<file path="src/sv/pcpr_pkg.sv">
// Shared types and constants for the point cloud profile rasterizer.
// Used by every module of the block but pcpr_ram; depends on nothing else.
package pcpr_pkg;

  localparam int MAX_PIXELS      = 65536;
  localparam int ROT_FRAC_BITS   = 14;
  localparam int SCALE_FRAC_BITS = 16;
  localparam int ADDR_W          = $clog2(MAX_PIXELS);

  localparam int COORD_W   = 32;
  localparam int TRIG_W    = 16;
  localparam int COLOR_W   = 24;
  localparam int INDEX_W   = 16;
  localparam int PROD_ROT_W = COORD_W + TRIG_W;           // one rotation product
  localparam int SUM_ROT_W  = PROD_ROT_W + 1;             // sum of two products
  localparam int ROT_W      = SUM_ROT_W - ROT_FRAC_BITS;  // rotated coordinate
  localparam int OFS_W      = ROT_W + 1;                  // offset from origin
  localparam int SCALE_HALF = 16;                         // scale split into two halves
  localparam int PROD_SCL_W = OFS_W + SCALE_HALF;
  localparam int HI_LIMIT_BITS = 40;
  localparam int PIX_SAT_BITS  = 33;
  localparam int PIX_W      = PIX_SAT_BITS + 2;           // signed pixel with saturation
  localparam int QUEUE_DEPTH = 2;
  localparam int QPTR_W     = $clog2(QUEUE_DEPTH);
  localparam int QCNT_W     = $clog2(QUEUE_DEPTH + 1);
  localparam int CFG_IDX_W  = 3;
  localparam int CFG_DATA_W = 64;

  localparam logic [COLOR_W-1:0] WHITE = {COLOR_W{1'b1}};

  typedef enum logic [1:0] {
    OP_CLEAR = 2'd0,
    OP_PLOT  = 2'd1,
    OP_READ  = 2'd2
  } op_e;

  typedef enum logic [1:0] {
    STS_DONE = 2'd0,
    STS_CLIP = 2'd1,
    STS_OFF  = 2'd2
  } status_e;

  typedef enum logic [CFG_IDX_W-1:0] {
    CFG_ROT_COS    = 3'd0,
    CFG_ROT_SIN    = 3'd1,
    CFG_CLIP_MIN   = 3'd2,
    CFG_CLIP_MAX   = 3'd3,
    CFG_ORIGIN     = 3'd4,
    CFG_SCALE      = 3'd5,
    CFG_IMAGE_SIZE = 3'd6,
    CFG_VIEW_MODE  = 3'd7
  } cfg_reg_e;

  typedef struct packed {
    logic signed [TRIG_W-1:0] rot_cos;
    logic signed [TRIG_W-1:0] rot_sin;
    logic [63:0]              clip_min;
    logic [63:0]              clip_max;
    logic [63:0]              origin;
    logic [31:0]              scale;
    logic [31:0]              image_size;
    logic [1:0]               view_mode;
  } cfg_t;

  // One classified item as it waits in the queue.
  typedef struct packed {
    op_e                       op;
    logic                      clip_fail;
    logic signed [COORD_W-1:0] x;
    logic signed [COORD_W-1:0] y;
    logic signed [COORD_W-1:0] z;
    logic [COLOR_W-1:0]        color;
    logic [INDEX_W-1:0]        read_index;
  } cmd_t;

endpackage

</file>
<file path="src/sv/pcpr_front.sv">
// Input side: takes words from the input stream and runs the clip test.
// Depends on pcpr_pkg; feeds pcpr_fifo.
module pcpr_front import pcpr_pkg::*; (
  input  logic         s_axis_tvalid,
  output logic         s_axis_tready,
  input  logic [135:0] s_axis_tdata,
  input  logic [1:0]   s_axis_tuser,
  input  cfg_t         cfg_i,
  input  logic         init_busy_i,
  input  logic         full_i,
  output logic         push_o,
  output cmd_t         cmd_o
);

  logic signed [COORD_W-1:0] x, y;
  logic signed [COORD_W-1:0] min_x, min_y, max_x, max_y;

  assign x     = $signed(s_axis_tdata[31:0]);
  assign y     = $signed(s_axis_tdata[63:32]);
  assign min_x = $signed(cfg_i.clip_min[31:0]);
  assign min_y = $signed(cfg_i.clip_min[63:32]);
  assign max_x = $signed(cfg_i.clip_max[31:0]);
  assign max_y = $signed(cfg_i.clip_max[63:32]);

  // The store sweep after reset must finish before any word is taken.
  assign s_axis_tready = !full_i && !init_busy_i;
  assign push_o        = s_axis_tvalid && s_axis_tready;

  always_comb begin
    cmd_o.op         = op_e'(s_axis_tuser);
    cmd_o.clip_fail  = (x < min_x) || (x > max_x) || (y < min_y) || (y > max_y);
    cmd_o.x          = x;
    cmd_o.y          = y;
    cmd_o.z          = $signed(s_axis_tdata[95:64]);
    cmd_o.color      = {s_axis_tdata[103:96], s_axis_tdata[111:104], s_axis_tdata[119:112]};
    cmd_o.read_index = s_axis_tdata[135:120];
  end

endmodule

</file>
<file path="config.mk">
export PLATFORM = sky130hd
export DESIGN_NAME = pcpr_front
export DESIGN_NICKNAME = d
export VERILOG_FILES = /design/src/sv/pcpr_pkg.sv /design/src/sv/pcpr_front.sv
export SDC_FILE = /design/constraint.sdc
export NUM_CORES = 1
export LEC_CHECK = 0
export BUFFER_PORTS_ARGS = -buffer_cell sky130_fd_sc_hd__buf_4
export CORE_AREA = 2 2 224 226
export DETAILED_ROUTE_END_ITERATION = 6
export DIE_AREA = 0 0 226 228
export PLACE_DENSITY = 0.35
export SLEW_MARGIN = 40
export SYNTH_ARGS = -nofsm -noshare
export SYNTH_HDL_FRONTEND = slang
export SYNTH_SLANG_ARGS = --single-unit
export TNS_END_PERCENT = 5
</file>
<file path="constraint.sdc">
create_clock -name vclk -period 1.9
set_clock_uncertainty 0.2 [all_clocks]
set_input_delay 0.095 -clock vclk [all_inputs]
set_output_delay 0.095 -clock vclk [all_outputs]
set_load 0.01 [all_outputs]
</file>
; Word-level counts from Yosys, hierarchy flattened
; Cells that the tools add are included.
[totals]
in_bits = 431
ramBits = 0
latchBits = 0
rom_bits = 0
word_cells = 11
n_memories = 0
register_bits = 0
out_inout_bits = 141
[op_classes]
n_mul = 0
eq_ne = 0
n_div = 0
n_bitwise = 0
magnitude_cmp = 4
addsub = 0
muxes = 0
shift = 0
n_reduce_logical = 7
[op_table]
columns = operator, count
row1 = greater-than comparator 32 bit, 2
row2 = less-than comparator 32 bit, 2
row3 = logical OR 1 bit, 3
row4 = logical AND 1 bit, 2
row5 = logical NOT 1 bit, 2

; Logic depth before layout (Yosys ltp)
; Gate-level depths: netlist (run 1).
[depth]
depth_word = 4
depth_mapped = 9

; Worst setup path before layout (run 1)
; Ideal clock, no wire load.
[synth_path]
path_type = input to output
from = input port cfg_i[144] (netlist name)
to = output port cmd_o[136] (netlist name)
required_ns = 1.605
stages = 9
arrival_ns = 1.676
slack_ns = -0.071
path_buffers = 0
cell_sequence = inv_1 ha_1 a21oi_1 nand2_1 a21o_1 o41ai_2 o2111ai_1 mux2_1 nand4_1
[synth_lines]
columns = item, line_no
row1 = "start, declared", pcpr_front.sv:8  ; input cfg_t cfg_i,
row2 = "end, declared", pcpr_front.sv:12  ; output cmd_t cmd_o

==> impl_metrics.tcl, run 1 <==
set metrics [dict create \
    status "finished with violations" \
    violations "negative setup slack" \
    track_usage_pct 8.03 \
    grt_overflow 0 \
    layout.nets 1444 \
    numSequentialCells 0 \
    die_w_um 226 \
    yosys_warnings 0 \
    fmax_ghz 0.417 \
    clock_buffers 0 \
    fill_cells 5645 \
    report.final.slew_viol_count 0 \
    vias 4771 \
    post_synth_num_cell_types 35 \
    core_mm2 0.0493 \
    setup_ws_ns -0.496 \
    num_rows 82 \
    setup_viol 1 \
    min_period_ns 2.40 \
    crit_arrival_ns 2.10 \
    placed_cell_area_mm2 0.00689 \
    pin_count 572 \
    hold_path.class "input port to primary output" \
    worstPathRequired_ns 1.60 \
    hold_viol 0 \
    syn_avg_cell_area_um2 7.24 \
    dpl.hpwl_um 20200 \
    endpoint_kind "primary output" \
    area_delta_synth_final_pct 91.1 \
    start_util_pct 8.54 \
    antenna_found_initial 10 \
    grt_pass1_wl_um 31100 \
    synth_fp_nets 1139 \
    vias_per_cell 3.06 \
    drt_iter0_drc 111 \
    peakVddDrop_mv 0.0753 \
    wl_per_cell_um 14.1 \
    gp_congestion 0.748 \
    die_h_um 228 \
    wirelength_um 22000 \
    layout_common_cells "buf_4 (353), inv_1 (115), ha_1 (107)" \
    cp_max_fo 2 \
    maxCapViolCount 0 \
    drive_gt1_share_pct 48.6 \
    rsz0062_at_grt "true" \
    tightest_slew_ns 0.409 \
    route.detailed.drc 0 \
    max_slew_margin_pct 72.5 \
    firstDrtPassIters 4 \
    antenna_left 0 \
    grt_pass1_vias 5131 \
    power.density_mw_per_mm2 214 \
    final.period_utilization_pct 126 \
    start_kind "input port" \
    io_buffers 262 \
    final_cell_area_mm2 0.00806 \
    layout_commonest_cell "buf_4" \
    seqCellArea_um2 0 \
    p_leak_nw 4.18 \
    worstSetupPathType "input port to primary output" \
    dieArea_mm2 0.0515 \
    synth.yosys.seq_area_share_pct 0 \
    syn_area_mm2 0.00422 \
    grt_max_degree 4 \
    fin_hold_ws_ns 0.202 \
    syn_inst 582 \
]
-- path summary, 6_finish.rpt --
check,start,end,cells after the start
setup / recovery,cfg_i[144],cmd_o[136],12
hold / removal,s_axis_tdata[61],cmd_o[101],2
-- cell families after synthesis --
group                    Yosys count  synth area share [%]
buffers and inverters            264                  35.8
adder cells (fa/ha/maj)          126                  37.4
AO/OA/AOI/OAI                    104                  15.5
multiplexers                       2                 0.534
AND/OR/NAND/NOR                   86                  10.7
-- synthesized netlist by cell type, drive strengths merged --
cell,number,area (um2)
buf,138,1040
ha,126,1580
inv,126,473
a21oi,44,220
nand4,27,169
nand2,21,78.8
a21o,18,135
o21ai,13,65.1
a211oi,10,75.1
nand3,10,50.1
nor2,10,37.5
nor3,5,25.0
nor2b,4,25.0
a21boi,3,22.5
nor4,3,25.0
o21a,3,22.5
a2111oi,2,17.5
and4,2,17.5
mux2,2,22.5
nand2b,2,12.5
o211ai,2,15.0
o41ai,2,25.0
a211o,1,8.76
a31o,1,8.76
and2,1,6.26
and3,1,6.26
o2111ai,1,8.76
o21bai,1,7.51
o22ai,1,6.26
o2bb2ai,1,8.76
o311ai,1,8.76
-- area by class of cell --
cell class                 count  area (um2)  area share [%]
antenna                        3        7.51          0.0932
inverter                     126         488            6.06
multi-input combinational    318        3160            39.3
tap                          672         841            10.4
timing repair buffer         441        3560            44.1
-- through the flow --
stage	setup slack, ns	setup TNS, ns	cells	total power (W)	util [%]
CTS	-0.597	-0.597	1556	0.00173	16.0
global placement	-1.17	-1.17	1477	0.00144	14.0
finish	-0.496	-0.496	1560	0.00172	16.3
detailed placement	-1.07	-1.07	1477	0.00145	14.0
global route	-0.616	-0.616	1559	0.00192	16.3
floorplan	-0.000121	-0.000121	582	0.000789	-
-- repair_timing --
action | in CTS | in global routing
resized for setup | 49 | 22
endpoints found under the setup margin | 1 | 1
setup buffers | 5 | 2
endpoints found under the hold margin | 74 | 0
pin swaps | 23 | 21
hold buffers | 74 | 0
-- critical path: stages --
cell	delay (ns)
buf_4	0.11
inv_1	0.08
ha_4	0.20
buf_4	0.13
a21oi_1	0.11
nand2_1	0.06
a21o_1	0.18
o41ai_2	0.39
o2111ai_1	0.17
mux2_1	0.34
nand4_1	0.11
buf_4	0.13
-- power by group --
| part | total, W | internal [W] | switching, W | leakage (nW) |
|---|---|---|---|---|
| Clock | 0.000000000211 | 0.000000000211 | 0 | 0.0000190 |
| Sequential | 0 | 0 | 0 | 0 |
| Combinational | 0.00172 | 0.000965 | 0.000760 | 4.18 |
| Total | 0.00172 | 0.000965 | 0.000760 | 4.18 |
-- per-layer routing --
layer	part of all wire (%)	GRT usage (%)	wire length, um	vias to the layer above
met5	0.15	0	32	-
met4	0.65	0.393	142	6
met3	12	3.25	2610	12
met2	43	13.0	9520	241
met1	44	10.5	9670	2067
li1	-	-	-	2445
Note: power is estimated with default switching activity, not from simulation.
==> inputs of run 2 (changes only) <==
CELL_PAD_IN_SITES_DETAIL_PLACEMENT = 1   (was unset)
CELL_PAD_IN_SITES_GLOBAL_PLACEMENT = 1   (was unset)
CORE_AREA = 2 2 222 224   (was 2 2 224 226)
DIE_AREA = 0 0 224 226   (was 0 0 226 228)
PLACE_DENSITY = 0.49   (was 0.35)
==> impl_metrics.tcl, run 2 (synthesized netlist as in run 1, its figures left out) <==
set metrics [dict create \
    peakVddDrop_mv 0.0783 \
    path_common_cell "buf_4" \
    die_w_um 224 \
    rsz0062_at_grt "true" \
    gp_congestion 0.750 \
    vias_per_cell 3.25 \
    fmax_ghz 0.407 \
    cp_max_fo 2 \
    report.final.slew_viol_count 0 \
    start_util_pct 8.72 \
    placed_cell_area_mm2 0.00683 \
    max_slew_margin_pct 65.3 \
    layout_common_cells "buf_4 (358), inv_1 (115), ha_1 (109)" \
    wl_per_cell_um 15.5 \
    start_kind "input port" \
    drive_gt1_share_pct 46.8 \
    final_cell_area_mm2 0.00780 \
    hold_path.class "input port to primary output" \
    slowest_stage "o41ai_2" \
    seqCellArea_um2 0 \
    area_delta_synth_final_pct 85.1 \
    fin_hold_ws_ns 0.200 \
    grt_pass1_wl_um 32500 \
    grt_pass1_vias 5284 \
    final.period_utilization_pct 129 \
    worstPathRequired_ns 1.60 \
    clock_buffers 0 \
    setup_ws_ns -0.557 \
    layout.nets 1443 \
    io_buffers 262 \
    vias 4915 \
    grt_max_degree 4 \
    num_rows 81 \
    grt_overflow 0 \
    fin_util_pct 16.1 \
    p_leak_nw 4.14 \
    fill_cells 5816 \
    numSequentialCells 0 \
    worstSetupPathType "input port to primary output" \
    crit_path_max_incr_delay_ns 0.39 \
    dieArea_mm2 0.0506 \
    status "finished with violations" \
    dpl.hpwl_um 21400 \
    crit_arrival_ns 2.16 \
    endpoint_kind "primary output" \
    violations "negative setup slack" \
    firstDrtPassIters 4 \
    route.detailed.drc 0 \
    antenna_found_initial 10 \
    maxCapViolCount 0 \
    power.density_mw_per_mm2 215 \
    hold_viol 0 \
    min_period_ns 2.46 \
    setup_tns_ns -0.557 \
    crit_chain "buf_4, ha_4, nor2b_4, o211ai_1, a21boi_2, o41ai_2, o311ai_1, mux2_2, nand4_1, buf_4" \
    antenna_left 0 \
    pin_count 572 \
    core_mm2 0.0483 \
    track_usage_pct 8.54 \
    drt_iter0_drc 70 \
    wirelength_um 23400 \
    dp_slack_ns -0.833 \
    die_h_um 226 \
    tightest_slew_ns 0.519 \
    setup_viol 1 \
    layout_commonest_cell "buf_4" \
]
[run 2: timing repair]
item	4_1_cts	5_1_grt
pin swaps	14	19
gates resized for setup	19	21
setup endpoints to repair	1	1
hold buffers	74	0
endpoints found under the hold margin	74	0
setup buffers	2	2
[run 2: per-stage QoR]
stage	power (W)	cells
floorplan	0.000789	582
global placement	0.00143	1429
detailed placement	0.00146	1429
CTS	0.00168	1504
global route	0.00187	1507
finish	0.00167	1512
[run 2: routing by layer]
layer | track usage (%) | up-vias | routed length [um] | part of all wire, %
met5 | 0 | - | 23 | 0.098
met4 | 0.215 | 4 | 70 | 0.30
met3 | 2.82 | 8 | 2740 | 12
met2 | 14.8 | 238 | 10900 | 47
met1 | 10.8 | 2217 | 9690 | 41
li1 | - | 2448 | - | -
[run 2: report_power, final]
group               total [W]  switching, W    internal [W]
Clock          0.000000000425             0  0.000000000425
Sequential                  0             0               0
Combinational         0.00167      0.000737        0.000937
[run 2: cell type report]
cell class	count	area [um2]	share of cell area [%]
multi-input combinational	318	3010	38.5
timing repair buffer	440	3520	45.1
tap	622	778	9.97
antenna	6	15.0	0.192
inverter	126	483	6.19
[run 2: worst max-delay path: cells and delay by family]
kind	cells	cell delay, ns
buffers and inverters	2	0.32
adders and majority gates	1	0.24
and+or+nand+nor	2	0.27
muxes	1	0.28
AOI/OAI and AO/OA	4	0.96
[run 2: path summary, 6_finish.rpt]
kind	start	to	slack, ns	cells after the start
max	s_axis_tdata[33]	cmd_o[136]	-0.56	10
min	s_axis_tdata[16]	cmd_o[120]	0.20	2
