--- config.mk ---
export PLATFORM = sky130hd
export DESIGN_NAME = pcpr_fifo
export DESIGN_NICKNAME = d
export VERILOG_FILES = /design/src/sv/pcpr_pkg.sv /design/src/sv/pcpr_fifo.sv
export SDC_FILE = /design/constraint.sdc
export NUM_CORES = 1
export LEC_CHECK = 0
export ABC_AREA = 1
export BUFFER_PORTS_ARGS = -buffer_cell sky130_fd_sc_hd__buf_2
export CAP_MARGIN = 15
export CORE_ASPECT_RATIO = 1.1
export CORE_MARGIN = 5
export CORE_UTILIZATION = 50
export CTS_CLUSTER_SIZE = 20
export DETAILED_ROUTE_END_ITERATION = 10
export PLACE_DENSITY = 0.87
export SKIP_LAST_GASP = 1
export SYNTH_ARGS = -nofsm -noshare
export SYNTH_HDL_FRONTEND = slang
export SYNTH_SLANG_ARGS = --single-unit
export TNS_END_PERCENT = 1
--- constraint.sdc ---
create_clock -name clk_i -period 7.5 [get_ports clk_i]
set_input_delay 0.75 -clock clk_i [delete_from_list [all_inputs] [get_ports clk_i]]
set_output_delay 0.75 -clock clk_i [all_outputs]
set_load 0.1 [all_outputs]
--- src/sv/pcpr_pkg.sv ---
// Shared types and constants for the point cloud profile rasterizer.
// Used by every module of the block but pcpr_ram; depends on nothing else.
package pcpr_pkg;

  localparam int MAX_PIXELS      = 65536;
  localparam int ROT_FRAC_BITS   = 14;
  localparam int SCALE_FRAC_BITS = 16;
  localparam int ADDR_W          = $clog2(MAX_PIXELS);

  localparam int COORD_W   = 32;
  localparam int TRIG_W    = 16;
  localparam int COLOR_W   = 24;
  localparam int INDEX_W   = 16;
  localparam int PROD_ROT_W = COORD_W + TRIG_W;           // one rotation product
  localparam int SUM_ROT_W  = PROD_ROT_W + 1;             // sum of two products
  localparam int ROT_W      = SUM_ROT_W - ROT_FRAC_BITS;  // rotated coordinate
  localparam int OFS_W      = ROT_W + 1;                  // offset from origin
  localparam int SCALE_HALF = 16;                         // scale split into two halves
  localparam int PROD_SCL_W = OFS_W + SCALE_HALF;
  localparam int HI_LIMIT_BITS = 40;
  localparam int PIX_SAT_BITS  = 33;
  localparam int PIX_W      = PIX_SAT_BITS + 2;           // signed pixel with saturation
  localparam int QUEUE_DEPTH = 2;
  localparam int QPTR_W     = $clog2(QUEUE_DEPTH);
  localparam int QCNT_W     = $clog2(QUEUE_DEPTH + 1);
  localparam int CFG_IDX_W  = 3;
  localparam int CFG_DATA_W = 64;

  localparam logic [COLOR_W-1:0] WHITE = {COLOR_W{1'b1}};

  typedef enum logic [1:0] {
    OP_CLEAR = 2'd0,
    OP_PLOT  = 2'd1,
    OP_READ  = 2'd2
  } op_e;

  typedef enum logic [1:0] {
    STS_DONE = 2'd0,
    STS_CLIP = 2'd1,
    STS_OFF  = 2'd2
  } status_e;

  typedef enum logic [CFG_IDX_W-1:0] {
    CFG_ROT_COS    = 3'd0,
    CFG_ROT_SIN    = 3'd1,
    CFG_CLIP_MIN   = 3'd2,
    CFG_CLIP_MAX   = 3'd3,
    CFG_ORIGIN     = 3'd4,
    CFG_SCALE      = 3'd5,
    CFG_IMAGE_SIZE = 3'd6,
    CFG_VIEW_MODE  = 3'd7
  } cfg_reg_e;

  typedef struct packed {
    logic signed [TRIG_W-1:0] rot_cos;
    logic signed [TRIG_W-1:0] rot_sin;
    logic [63:0]              clip_min;
    logic [63:0]              clip_max;
    logic [63:0]              origin;
    logic [31:0]              scale;
    logic [31:0]              image_size;
    logic [1:0]               view_mode;
  } cfg_t;

  // One classified item as it waits in the queue.
  typedef struct packed {
    op_e                       op;
    logic                      clip_fail;
    logic signed [COORD_W-1:0] x;
    logic signed [COORD_W-1:0] y;
    logic signed [COORD_W-1:0] z;
    logic [COLOR_W-1:0]        color;
    logic [INDEX_W-1:0]        read_index;
  } cmd_t;

endpackage

--- src/sv/pcpr_fifo.sv ---
// Short queue of classified items between the front and the back.
// Depends on pcpr_pkg.
module pcpr_fifo import pcpr_pkg::*; (
  input  logic clk_i,
  input  logic rst_ni,
  input  logic push_i,
  input  cmd_t push_data_i,
  input  logic pop_i,
  output cmd_t head_o,
  output logic full_o,
  output logic empty_o
);

  cmd_t              entry_q [QUEUE_DEPTH];
  logic [QPTR_W-1:0] wr_ptr_q, wr_ptr_d;
  logic [QPTR_W-1:0] rd_ptr_q, rd_ptr_d;
  logic [QCNT_W-1:0] count_q, count_d;

  assign full_o  = (count_q == QCNT_W'(QUEUE_DEPTH));
  assign empty_o = (count_q == '0);
  assign head_o  = entry_q[rd_ptr_q];

  always_comb begin
    wr_ptr_d = wr_ptr_q;
    rd_ptr_d = rd_ptr_q;
    count_d  = count_q;
    if (push_i) begin
      wr_ptr_d = (wr_ptr_q == QPTR_W'(QUEUE_DEPTH - 1)) ? '0 : wr_ptr_q + 1'b1;
    end
    if (pop_i) begin
      rd_ptr_d = (rd_ptr_q == QPTR_W'(QUEUE_DEPTH - 1)) ? '0 : rd_ptr_q + 1'b1;
    end
    if (push_i && !pop_i) begin
      count_d = count_q + 1'b1;
    end else if (pop_i && !push_i) begin
      count_d = count_q - 1'b1;
    end
  end

  always_ff @(posedge clk_i or negedge rst_ni) begin
    if (!rst_ni) begin
      wr_ptr_q <= '0;
      rd_ptr_q <= '0;
      count_q  <= '0;
    end else begin
      wr_ptr_q <= wr_ptr_d;
      rd_ptr_q <= rd_ptr_d;
      count_q  <= count_d;
    end
  end

  always_ff @(posedge clk_i) begin
    if (push_i) begin
      entry_q[wr_ptr_q] <= push_data_i;
    end
  end

endmodule

Word-level counts from Yosys, hierarchy flattened
Memory sizes are Yosys's and may differ from the RTL's.
Index checks and enable logic that the tools add are counted.
{ "totals": {"word_cells": 21, "input_bits": 143, "mem_bits_rw": 278, "ff_bits": 4, "memories": 1} }
{ "mem_list": {"columns": ["memory", "words", "word_bits", "rd", "rd_ports_with_merged_regs", "write_ports", "line", "text"], "rows": [
  ["entry_q", 2, 139, 1, 0, 1, "pcpr_fifo.sv:14", "cmd_t entry_q [QUEUE_DEPTH];"]
]} }
{ "classes": {"n_mux": 6, "add_sub_neg": 4, "reduce_logical": 6, "n_eq_ne": 1} }
{ "op_table": {"columns": ["cell", "count"], "rows": [
  ["$mux 1", 4],
  ["$mux 2", 2],
  ["$add 1x1->1 const B", 2],
  ["$add 2x1->2 const B", 1],
  ["$eq 2x2->1 const B", 1],
  ["$logic_and 1x1->1", 2],
  ["$logic_not 1->1", 2],
  ["$logic_not 2->1", 1],
  ["$reduce_bool 2->1", 1],
  ["$sub 2x1->2 const B", 1]
]} }

Depth between registers and ports, before layout
Gate-level depths: netlist of the first run.
{ "logic_depth": {"word_depth": 4, "depth_mapped": 7} }

Worst setup path before layout of the first run
Ideal clock, no wire load.
{ "synth_timing": {"path_kind": "input to register", "from": "input port push_i", "to": "memory entry_q[0][0] in the netlist's numbering, enable pin", "path_slack_ns": 0.254, "setup_ns": 0.643, "path_buffers": 0, "t_arrival_ns": 6.603, "cell_stages": 2, "path_cell_list": "inv_1 -> nor2_1"} }
{ "synth_between": {"elab_chain_cells": 2} }
{ "synth_rtl": {"columns": ["item", "line", "text"], "rows": [
  ["start, declared", "pcpr_fifo.sv:6", "input logic push_i,"],
  ["$mux 1", "pcpr_fifo.sv:53", "if (push_i) begin"],
  ["$mux 1 (not written as such)", "pcpr_fifo.sv:54", "entry_q[wr_ptr_q] <= push_data_i;"],
  ["end, declared", "pcpr_fifo.sv:14", null]
]} }
No other way between the ends.

==> impl_summary.md, run 1 <==
Setup path
Together, buffers and inverters on the worst path number 2. The family of cells with the greatest summed delay on the critical path is buffers and inverters. The critical path depth is 3. In this run the critical register-to-register path is captured at entry_q[1][125]. Traced cell by cell, the critical path runs through buf_4 -> mux2_2 -> buf_2. The worst setup path endpoint is head_o[6]. The startpoint identified for the worst register-to-register timing path is wr_ptr_q.

The element type at the critical path end is an output pin. The flop-to-flop setup slack is 5.10 ns. The logic depth of the worst register-to-register path is 3. The start-to-end type of the worst setup path is reg -> out. The longest individual stage delay on the worst path is 0.86 ns. The critical path required time is 6.75 ns. On the critical path, the stage with the largest delay is an instance of sky130_fd_sc_hd__dfrtp_4. Tracing the worst setup path back leads to its startpoint at rd_ptr_q.

At the worst endpoint, the arrival time is 2.97 ns. STA classifies the critical path startpoint as a register. In this run the worst path has a maximum fanout of 49.

Synthesis
The post-synthesis area per instance is 23.3 um2. After synthesis the netlist holds a flip-flop and latch count of 282. The synthesized net count is 602. The number of unique standard cell types used by synthesis is 15. After synthesis, the cell types taking the most area are sky130_fd_sc_hd__edfxtp_1, sky130_fd_sc_hd__mux2_4, sky130_fd_sc_hd__mux2_2. The share of the Yosys chip area taken by registers is 79.3%. In this run the biggest area consumer among cell types represents 78.4% of the synthesized area. The cell area that synthesis handed to floorplanning was 10700 um2.

The synthesized design spends more area on one cell type than any other, namely sky130_fd_sc_hd__edfxtp_1. The number of warning messages in the yosys log is 0. The cell count after synthesis is 458.

Global routing
The maximum number of pins on one net before global-route repair is 76. Across every metal layer, demand over resource in global routing totals 15.3%. The number of global-route vias before repair came to 5736. The initial antenna violation count was 5.

The first global-routing pass estimated 29.2 mm of wire. For this run the aggregate overflow at the end of global routing stands at 0.

STA
The achievable clock frequency is 269 MHz. After layout, the worst path uses 49.6% of the clock period. Setup slack closes at 3.78 ns. The final count of hold timing violations was 0.

The transition time of the tightest slew-check pin is 1.02 ns. Setup violations remaining at the end of the flow were counted as 0. The headroom to the max-slew limit is 32.1%. On the final layout, the worst clock skew is 0.00712 ns. The number of max-slew violations in the final report is 0.

Setup repair after global routing left no endpoint under its margin. The worst path in the final design needs a cycle of 3.72 ns, including I/O delays and setup. After routing, the total negative slack on setup checks comes to 0 ns.

Die
The core region is 21200 um2. 284 I/O pins were placed. The number of placement rows is 56.

The die extent in y is 163 um. The die outline area is 24300 um2. Measured along the x axis, the die boundary spans 149 um.

Once the floorplan was initialized, standard cells occupied 50.3% of the core.

Routing
Detailed routing inserted a total of 5259 vias. The remaining antenna violation count is 0. The via density per instance is 4.91. In the final routed layout, each cell accounts on average for 18.5 um. After detailed routing, the number of remaining DRC violations is 0. After detailed routing, the total wire length is 19.8 mm.

After the first detailed-routing iteration, the DRC count stood at 233. The number of iterations in the first detailed-routing pass is 4.

Placement
After legalization and detailed placement, the total HPWL measured 13.6 mm. The pre-CTS worst setup slack is 4.30 ns. The congestion estimate from routability-driven global placement came to 0.739. In this run the tool buffered the top-level ports with 283 buffer cells. The cell area after placement is 12300 um2.

Run status
The run finished with clean final reports.

Clock tree
The TritonCTS clock tree is done. After clock tree synthesis, the clock-pin slew on the worst setup and hold paths is 0.06 ns. The longest clock path from root to sink contains 3 buffers.

The post-CTS repair timing setup buffer count is 0. The hold buffer count at cts is 0. The number of gates resized after cts is 0.

Clock tree synthesis selected as its root buffer the cell sky130_fd_sc_hd__clkbuf_16. CTS saw 282 sinks. The source-to-sink clock delay at the later pin of the worst-skew pair is 0.51 ns. CTS built an H-tree with a depth of 1. The number of buffers created by CTS is 27.

Cells and area
The area growth from synthesis to layout is 24.3%. The utilization after layout is 62.6%. The net count of the finished layout is 903. After routing the design area is 13200 um2. In the layout the commonest cells are sky130_fd_sc_hd__buf_2, sky130_fd_sc_hd__edfxtp_1, sky130_fd_sc_hd__mux2_4, sky130_fd_sc_hd__mux2_2, sky130_fd_sc_hd__clkbuf_16. The post-route netlist has 60.1% of its cells at a drive strength greater than 1. The most frequent standard cell in the layout excluding fill and tap cells is sky130_fd_sc_hd__buf_2.

Run
The count of max-cap constraint violations is 0.

Min path
In this run the worst hold path is classified as in -> async.
-- per-stage QoR --
stage / instances / hold WS [ns]
floorplan: 458 / 0.454
global placement: 1020 / 0.483
detailed placement: 1020 / 0.513
CTS: 1069 / 0.0153
global route: 1070 / 0.0192
finish: 1071 / 0.0367
-- kinds of logic after synthesis --
kind of cell               share of synthesized area [%]
xor gates and xnor gates                           0.247
adders and majority gates                          0.117
buffers and inverters                               1.74
DFF                                                 79.3
muxes                                               18.2
and+or+nand+nor                                    0.388
-- sequential cells by signal, summed over array words and instances, names as in the netlist --
name and flops:
count_q 2, entry_q 278, rd_ptr_q 1, wr_ptr_q 1
-- worst min path at each step --
stage                     from    endpoint  slack (ns)  depth (start not counted)
global route            rst_ni  count_q[1]        0.02                          1
global placement    count_q[1]  count_q[1]        0.48                          2
finish                  rst_ni  count_q[1]        0.04                          1
floorplan               rst_ni  count_q[0]        0.45                          0
CTS                     rst_ni  count_q[1]        0.02                          1
detailed placement  count_q[1]  count_q[1]        0.51                          2
-- final cells by class --
cell class	instances	area, um2
clock buffers	30	687
well taps	290	363
multi-input cells	153	2030
inverters	7	31.3
repair buffers	288	1450
flip-flops and latches	282	8450
diodes	2	5.00
clock inverters	19	219
fillers	1492	7920
-- routing by layer --
metal | vias to the layer above | track usage [%] | part of all wire (%)
li1 | 2426 | - | -
met1 | 2556 | 17.3 | 37
met2 | 210 | 27.5 | 52
met3 | 59 | 4.22 | 7.4
met4 | 8 | 6.08 | 3.5
met5 | - | 0 | 0.20
-- synthesized netlist by cell type --
| cell | count |
|---|---|
| sky130_fd_sc_hd__buf_2 | 4 |
| sky130_fd_sc_hd__buf_6 | 11 |
| sky130_fd_sc_hd__buf_8 | 1 |
| sky130_fd_sc_hd__dfrtp_1 | 4 |
| sky130_fd_sc_hd__edfxtp_1 | 278 |
| sky130_fd_sc_hd__ha_1 | 1 |
| sky130_fd_sc_hd__inv_1 | 7 |
| sky130_fd_sc_hd__mux2_2 | 39 |
| sky130_fd_sc_hd__mux2_4 | 100 |
| sky130_fd_sc_hd__nand2_1 | 5 |
| sky130_fd_sc_hd__nand3_1 | 1 |
| sky130_fd_sc_hd__nand4_1 | 1 |
| sky130_fd_sc_hd__nor2_1 | 3 |
| sky130_fd_sc_hd__xnor2_1 | 1 |
| sky130_fd_sc_hd__xor2_1 | 2 |
Power of run 1 is not shown: default switching activity piles up to over one toggle a cycle in this logic, so the estimate is an artifact.
==> run 2: changes to the inputs <==
- ABC_AREA: 1 -> 0
- CORE_UTILIZATION: 50 -> 47
- PLACE_DENSITY: 0.87 -> 0.86
- clock period: 7.5 -> 3.15 ns (I/O delays scaled with it)
==> impl_summary.md, run 2 <==
Run status
Result of the run: finished clean (unchanged).

STA
Static timing analysis puts the maximum clock frequency at 393 MHz. The minimum clock period is 2.55 ns. The final worst setup slack is 0.604 ns (was 3.78 ns). The number of endpoints failing setup at the final stage came to 0 (unchanged).

The final clock period utilization by the worst path is 80.8%. The transition time of the tightest slew-check pin is 0.816 ns (was 1.02 ns). RSZ-0062 raised after global routing: no (unchanged).

The maximum clock skew at final layout is 0.00725 ns (was 0.00712 ns). The headroom to the max-slew limit is 45.6% (was 32.1%). The final count of hold timing violations is 0 (unchanged). The number of max-slew violations in the final report is 0 (unchanged).

Synthesis
The cell count after synthesis was 449 (was 458). The number of unique standard cell types used by synthesis is 14 (was 15). The number of synthesized flops with an enable pin is 278 (unchanged). The most frequent cell after synthesis was sky130_fd_sc_hd__edfxtp_1 (unchanged). The proportion of register bits with asynchronous set or reset after synthesis is 1.42% (unchanged).

The synthesized-area fraction occupied by ao, oa, aoi and oai cells was 0% (unchanged). The area fraction in and, or, nand and nor cells after synthesis is 0.247% (was 0.388%). The area share of the largest cell type after synthesis is 78.5% (was 78.4%).

The post-synthesis cell area is 10600 um2 (was 10700 um2). The multiplexer share of the synthesized area came to 18.2% (about the same). The share of synthesized cell area in full adder, half adder and majority cells is 0.118% (was 0.117%).

The number of warning messages in the yosys log is 0 (unchanged). Top post-synthesis cells by count: sky130_fd_sc_hd__edfxtp_1, sky130_fd_sc_hd__mux2_4, sky130_fd_sc_hd__mux2_2 (unchanged). The flip-flop cell with the highest count after synthesis is sky130_fd_sc_hd__edfxtp_1 (unchanged).

The dominant combinational cell family by area after synthesis was multiplexers (unchanged). Leading post-synthesis cells by cell area: sky130_fd_sc_hd__edfxtp_1, sky130_fd_sc_hd__mux2_4, sky130_fd_sc_hd__mux2_2 (unchanged). The synthesized net count came to 593 (was 602).

The xor/xnor cell area share of the yosys netlist came to 0.412% (was 0.247%). The count of state elements after synthesis is 282 (unchanged). The cell taking the most area after synthesis is sky130_fd_sc_hd__edfxtp_1 (unchanged).

The post-synthesis area per instance is 23.7 um2 (was 23.3 um2). The sequential share of the synthesized area was 79.4% (was 79.3%).

Clock tree
The number of buffers created by CTS is 27 (unchanged). The TritonCTS clock tree is done (unchanged). The cell at the root of the clock tree is sky130_fd_sc_hd__clkbuf_16 (unchanged).

The maximum count of clock buffers along a single path is 3 (unchanged). The clock net sink count is 282 (unchanged). The clock-pin slew of the registers on the worst-case setup and hold paths came to 0.06 ns (about the same). The source-to-sink clock delay at the later pin of the worst-skew pair came to 0.52 ns (was 0.51 ns). The number of H-tree branching levels is 1 (unchanged).

Routing
The wire length on met1 is 8.84 mm (was 7.28 mm). The starting DRC count in detailed routing came to 274 (was 233). The number of iterations in the first detailed-routing pass is 5 (was 4). The highest routed metal layer is met4 (was met5).

The routed wirelength normalized by instance count came to 19.8 um (was 18.5 um). The count of vias placed by the detailed router came to 5875 (was 5259). The remaining routing DRC violations is 0 (unchanged). The wire length on met3 is 1.59 mm (was 1.47 mm). The length of routed met2 wiring is 12.8 mm (was 10.3 mm). The total length of routed wires is 23.9 mm (was 19.8 mm). The remaining antenna violation count is 0 (unchanged). The via density per instance is 4.86 (was 4.91).

Global routing
The sum of overflow across all layers after global routing was 0 (unchanged). The initial antenna violation count is 1 (was 5). The overall fraction of global-route tracks in use is 18.0% (was 15.3%). The number of global-route vias before repair came to 6531 (was 5736).

The first-pass GRT wire length was 36.8 mm (was 29.2 mm). The maximum number of pins on one net before global-route repair is 79 (was 76).

Cells and area
The filler cell count in the final layout is 1381 (was 1492). The register containing the most flip-flops in the final layout is entry_q (unchanged). Most used cells in the layout excluding fill and tap cells: sky130_fd_sc_hd__buf_2, sky130_fd_sc_hd__edfxtp_1, sky130_fd_sc_hd__dlygate4sd3_1, sky130_fd_sc_hd__mux2_4, sky130_fd_sc_hd__mux2_2 (was sky130_fd_sc_hd__buf_2, sky130_fd_sc_hd__edfxtp_1, sky130_fd_sc_hd__mux2_4, sky130_fd_sc_hd__mux2_2, sky130_fd_sc_hd__clkbuf_16). The synthesis-to-layout area growth is 38.6% (was 24.3%). The most frequent standard cell in the layout excluding fill and tap cells is sky130_fd_sc_hd__buf_2 (unchanged). The fraction of final layout cells sized beyond drive strength 1 is 52.4% (was 60.1%). The utilization after layout came to 66.4% (was 62.6%).

Largest registers: entry_q (278), count_q (2) (unchanged). The flip-flop count of the largest register, all copies and words added came to 278 (unchanged). The post-layout instance count excluding filler cells was 1209 (was 1071). The count of nets after finishing is 1037 (was 903).

Setup path
The family of cells with the greatest summed delay on the critical path is buffers and inverters (unchanged). The startpoint type of the worst setup path is a register (unchanged). The element type at the critical path end is an output pin (unchanged). The maximum net fanout on the critical path is 68 (was 49). The critical path required time is 2.83 ns (was 6.75 ns). The cell with the largest stage delay on the worst path is sky130_fd_sc_hd__dfrtp_4 (unchanged). Critical path cell sequence: buf_12 -> mux2_4 -> buf_2 (was buf_4 -> mux2_2 -> buf_2). The arrival time at the worst endpoint came to 2.23 ns (was 2.97 ns). The longest individual stage delay on the worst path is 0.53 ns (was 0.86 ns). The critical path buffer and inverter count was 2 (unchanged).

The start-to-end type of the worst setup path is reg -> out (unchanged).

Die
The die extent in y is 168 um (was 163 um). The die width is 153 um (was 149 um). The placeable core region is 22200 um2 (was 21200 um2). The initial cell density of the core is 47.9% (was 50.3%). The I/O pin total is 284 (unchanged).

The number of placement rows came to 57 (was 56). The die outline area is 25700 um2 (was 24300 um2).

Placement
The final estimated routing congestion in global placement is 0.757 (was 0.739). The number of I/O port buffers was 283 (unchanged). The pre-CTS worst setup slack is 1.15 ns (was 4.30 ns). The post-placement cell count came to 1018 (was 1020).

The final HPWL from detailed placement is 14.0 mm (was 13.6 mm).

Min path
The classification of the worst-slack hold path is in -> reg (was in -> async).

Run
The count of max-cap constraint violations is 0 (unchanged).
## run 2: metrics by stage
step,area [um2],hold WS [ns],setup TNS (ns)
floorplan,10600,0.0194,-134.13
global placement,12400,0.130,0
detailed placement,12400,0.132,0
CTS,14700,0.0154,0
global route,14700,0.0296,0
finish,14700,0.0407,0
## run 2: worst paths after layout
kind	slack [ns]	endpoint	start	cells after the start
min	0.04	wr_ptr_q	push_i	2
min reg2reg	0.53	count_q[1]	count_q[1]	1
max in group asynchronous	2.87	rd_ptr_q	rst_ni	2
min in group asynchronous	0.14	rd_ptr_q	rst_ni	2
max	0.60	head_o[78]	rd_ptr_q	3
max reg2reg	1.32	entry_q[1][70]	wr_ptr_q	2
## run 2: per-layer routing
layer | track usage, % | up-vias
met5 | 0 | -
met4 | 5.30 | 0
met3 | 4.18 | 49
met2 | 33.4 | 253
met1 | 20.9 | 2899
li1 | - | 2674
## run 2: cells by family (layout without fill, tap and decap cells)
group / Yosys count / count (layout)
xor gates and xnor gates: 5 / 5
buffers and inverters: 17 / 481
other: 0 / 1
muxes: 139 / 139
DFF: 282 / 282
adders and majority gates: 1 / 1
and+or+nand+nor: 5 / 5
## run 2: cell type report
class	instances	area, um2	share of cell area [%]
Sequential cell	282	8450	57.4
Inverter	1	3.75	0.0255
Clock inverter	16	198	1.34
Multi-Input combinational cell	150	2030	13.8
Clock buffer	33	748	5.08
Timing Repair Buffer	431	2930	19.9
Antenna cell	1	2.50	0.0170
Tap cell	295	369	2.50
## run 2: timing repair
action / CTS / global route
setup buffers: 0 / 0
hold buffers: 141 / 0
resized for setup: 0 / 0
endpoints found under the hold margin: 283 / 0
Power of run 2 is left out for the same reason.
==> run 3: changes to the inputs <==
- ABC_AREA: 0 -> 1
- clock period: 3.15 -> 2.15 ns (I/O delays scaled with it)
==> impl_summary.md, run 3 (synthesis results as in run 1) <==
Run status
Result of the run: finished with violations (was finished clean). The final reports fail on setup timing.

Setup path
The flop-to-flop setup slack was 0.69 ns (was 1.32 ns). The start-to-end type of the worst setup path is reg -> out (unchanged). The critical path required time is 1.93 ns (was 2.83 ns). The arrival time at the worst endpoint is 1.99 ns (was 2.23 ns). The logic depth of the worst register-to-register path was 3 (was 2). The critical path launch point is rd_ptr_q (unchanged). The maximum net fanout on the critical path is 29 (was 68).

The reg-to-reg startpoint is wr_ptr_q (unchanged). The startpoint type of the worst setup path is a register (unchanged). The worst flop-to-flop path endpoint is entry_q[1][51] (was entry_q[1][70]).

The element type at the critical path end is an output pin (unchanged). The worst setup path endpoint was head_o[103] (was head_o[78]).

Global routing
The initial antenna violation count came to 2 (was 1). The first-pass GRT wire length is 40.4 mm (was 36.8 mm). The sum of overflow across all layers after global routing was 0 (unchanged). The maximum number of pins on one net before global-route repair is 88 (was 79). The overall fraction of global-route tracks in use was 20.2% (was 18.0%). The number of global-route vias before repair is 6748 (was 6531).

Placement
The post-placement cell count was 1028 (was 1018). The cell area after placement is 13700 um2 (was 12400 um2). The number of I/O port buffers is 283 (unchanged). The final estimated routing congestion in global placement is 0.737 (was 0.757). The final HPWL from detailed placement is 15.1 mm (was 14.0 mm).

Clock tree
The number of H-tree branching levels came to 1 (unchanged). The maximum count of clock buffers along a single path came to 3 (unchanged). The clock net sink count is 282 (unchanged).

The TritonCTS clock tree is done (unchanged). The source-to-sink clock delay at the later pin of the worst-skew pair is 0.53 ns (was 0.52 ns). The cell at the root of the clock tree is sky130_fd_sc_hd__clkbuf_16 (unchanged).

The clock-pin slew of the registers on the worst-case setup and hold paths is 0.06 ns (about the same). The number of buffers created by CTS was 29 (was 27).

Min path
The classification of the worst-slack hold path is in -> async (was in -> reg).

STA
The final count of hold timing violations is 0 (unchanged). The number of endpoints failing setup at the final stage is 70 (was 0). The final worst setup slack is -0.0571 ns (was 0.604 ns). RSZ-0062 raised after global routing: yes (was no). The maximum clock skew at final layout came to 0.00998 ns (was 0.00725 ns). The headroom to the max-slew limit came to 66.3% (was 45.6%). The transition time of the tightest slew-check pin is 0.506 ns (was 0.816 ns). The number of max-slew violations in the final report is 0 (unchanged). The final clock period utilization by the worst path is 103%. The minimum clock period is 2.21 ns. The achievable clock frequency is 453 MHz.

Die
The placeable core region is 22200 um2 (unchanged). The I/O pin total is 284 (unchanged). The number of placement rows is 57 (unchanged). The initial cell density of the core is 48.0% (was 47.9%). The die outline area is 25800 um2 (was 25700 um2). The die width came to 154 um (was 153 um).

The die extent in y is 168 um (about the same).

Cells and area
The cell area after layout is 16400 um2 (was 14700 um2). The flip-flop count of the largest register, all copies and words added came to 278 (unchanged). The fraction of final layout cells sized beyond drive strength 1 is 51.9% (was 52.4%). The post-layout instance count excluding filler cells is 1233 (was 1209). The count of nets after finishing was 1059 (was 1037). The synthesis-to-layout area growth is 53.6% (was 38.6%).

Most used cells in the layout excluding fill and tap cells: sky130_fd_sc_hd__edfxtp_1, sky130_fd_sc_hd__buf_2, sky130_fd_sc_hd__dlygate4sd3_1, sky130_fd_sc_hd__mux2_4, sky130_fd_sc_hd__buf_12 (was sky130_fd_sc_hd__buf_2, sky130_fd_sc_hd__edfxtp_1, sky130_fd_sc_hd__dlygate4sd3_1, sky130_fd_sc_hd__mux2_4, sky130_fd_sc_hd__mux2_2). The register containing the most flip-flops in the final layout is entry_q (unchanged). Largest registers: entry_q (278), count_q (2) (unchanged). The most frequent standard cell in the layout excluding fill and tap cells is sky130_fd_sc_hd__edfxtp_1 (was sky130_fd_sc_hd__buf_2). The utilization after layout is 73.8% (was 66.4%).

Routing
The starting DRC count in detailed routing is 318 (was 274). The total length of routed wires is 27.0 mm (was 23.9 mm). The count of vias placed by the detailed router came to 6009 (was 5875).

The number of iterations in the first detailed-routing pass is 4 (was 5). The routed wirelength normalized by instance count is 21.9 um (was 19.8 um). The remaining routing DRC violations was 0 (unchanged).

The remaining antenna violation count came to 0 (unchanged). The via density per instance is 4.87 (was 4.86).

Run
The count of max-cap constraint violations is 0 (unchanged).
==> run 3: changes by cell type in the layout (fill, tap and decap cells not counted), moves of 4 or more <==
cell / before / now
sky130_fd_sc_hd__clkbuf_4: 0 / 31
sky130_fd_sc_hd__buf_2: 283 / 144
sky130_fd_sc_hd__buf_16: 0 / 6
sky130_fd_sc_hd__buf_12: 4 / 88
sky130_fd_sc_hd__clkbuf_1: 1 / 5
sky130_fd_sc_hd__inv_1: 1 / 6
sky130_fd_sc_hd__nand2_1: 0 / 4
sky130_fd_sc_hd__buf_4: 3 / 29
==> run 3: what timing repair did <==
item | CTS | global route
setup buffers | 5 | 0
gates resized for setup | 31 | 32
endpoints found under the setup margin | 70 | 106
endpoints found under the hold margin | 284 | 0
hold buffers | 142 | 0
cloned | 5 | 0
==> run 3: through the flow <==
| step | hold WS [ns] | setup TNS, ns | worst slack (ns) |
|---|---|---|---|
| 6_report | 0.0442 | -2.04 | -0.0571 |
| 5_1_grt | 0.0240 | -6.57 | -0.120 |
| 4_1_cts | 0.0100 | -7.15 | -0.137 |
| 3_5_place_dp | 0.0292 | 0 | 0.389 |
| 3_3_place_gp | 0.0267 | 0 | 0.414 |
| 2_1_floorplan | -0.0806 | -214.92 | -0.792 |
==> run 3: worst max-delay path, stage by stage (launching register included) <==
cell,delay [ns]
sky130_fd_sc_hd__dfrtp_4,0.50
sky130_fd_sc_hd__buf_4,0.18
sky130_fd_sc_hd__buf_16,0.19
sky130_fd_sc_hd__mux2_4,0.33
sky130_fd_sc_hd__buf_4,0.23
==> run 3: layout make-up <==
type	count	area, um2
inverter	7	30.0
tap	295	369
multi-input combinational	153	2030
fill	1204	5820
clock buffer	37	786
antenna	3	7.51
timing repair buffer	442	4560
sequential	282	8450
clock inverter	14	123
==> run 3: layer usage <==
layer / vias to the layer above / share of wire (%) / global-route usage (%) / wire length [um]
li1: 2735 / - / - / -
met2: 248 / 55 / 37.8 / 14800
met4: 0 / 2.4 / 5.72 / 659
met5: - / 0 / 0 / 0
met3: 45 / 6.3 / 4.47 / 1700
met1: 2981 / 36 / 23.2 / 9760
==> run 3: worst min path at each step <==
stage / cells after the start / end / startpoint / slack [ns]
finish: 2 / rd_ptr_q / rst_ni / 0.04
global route: 2 / count_q[0] / rst_ni / 0.02
CTS: 2 / count_q[0] / rst_ni / 0.01
detailed placement: 1 / count_q[1] / rst_ni / 0.03
global placement: 1 / count_q[1] / rst_ni / 0.03
floorplan: 0 / count_q[0] / rst_ni / -0.08
Power of run 3 is left out for the same reason.
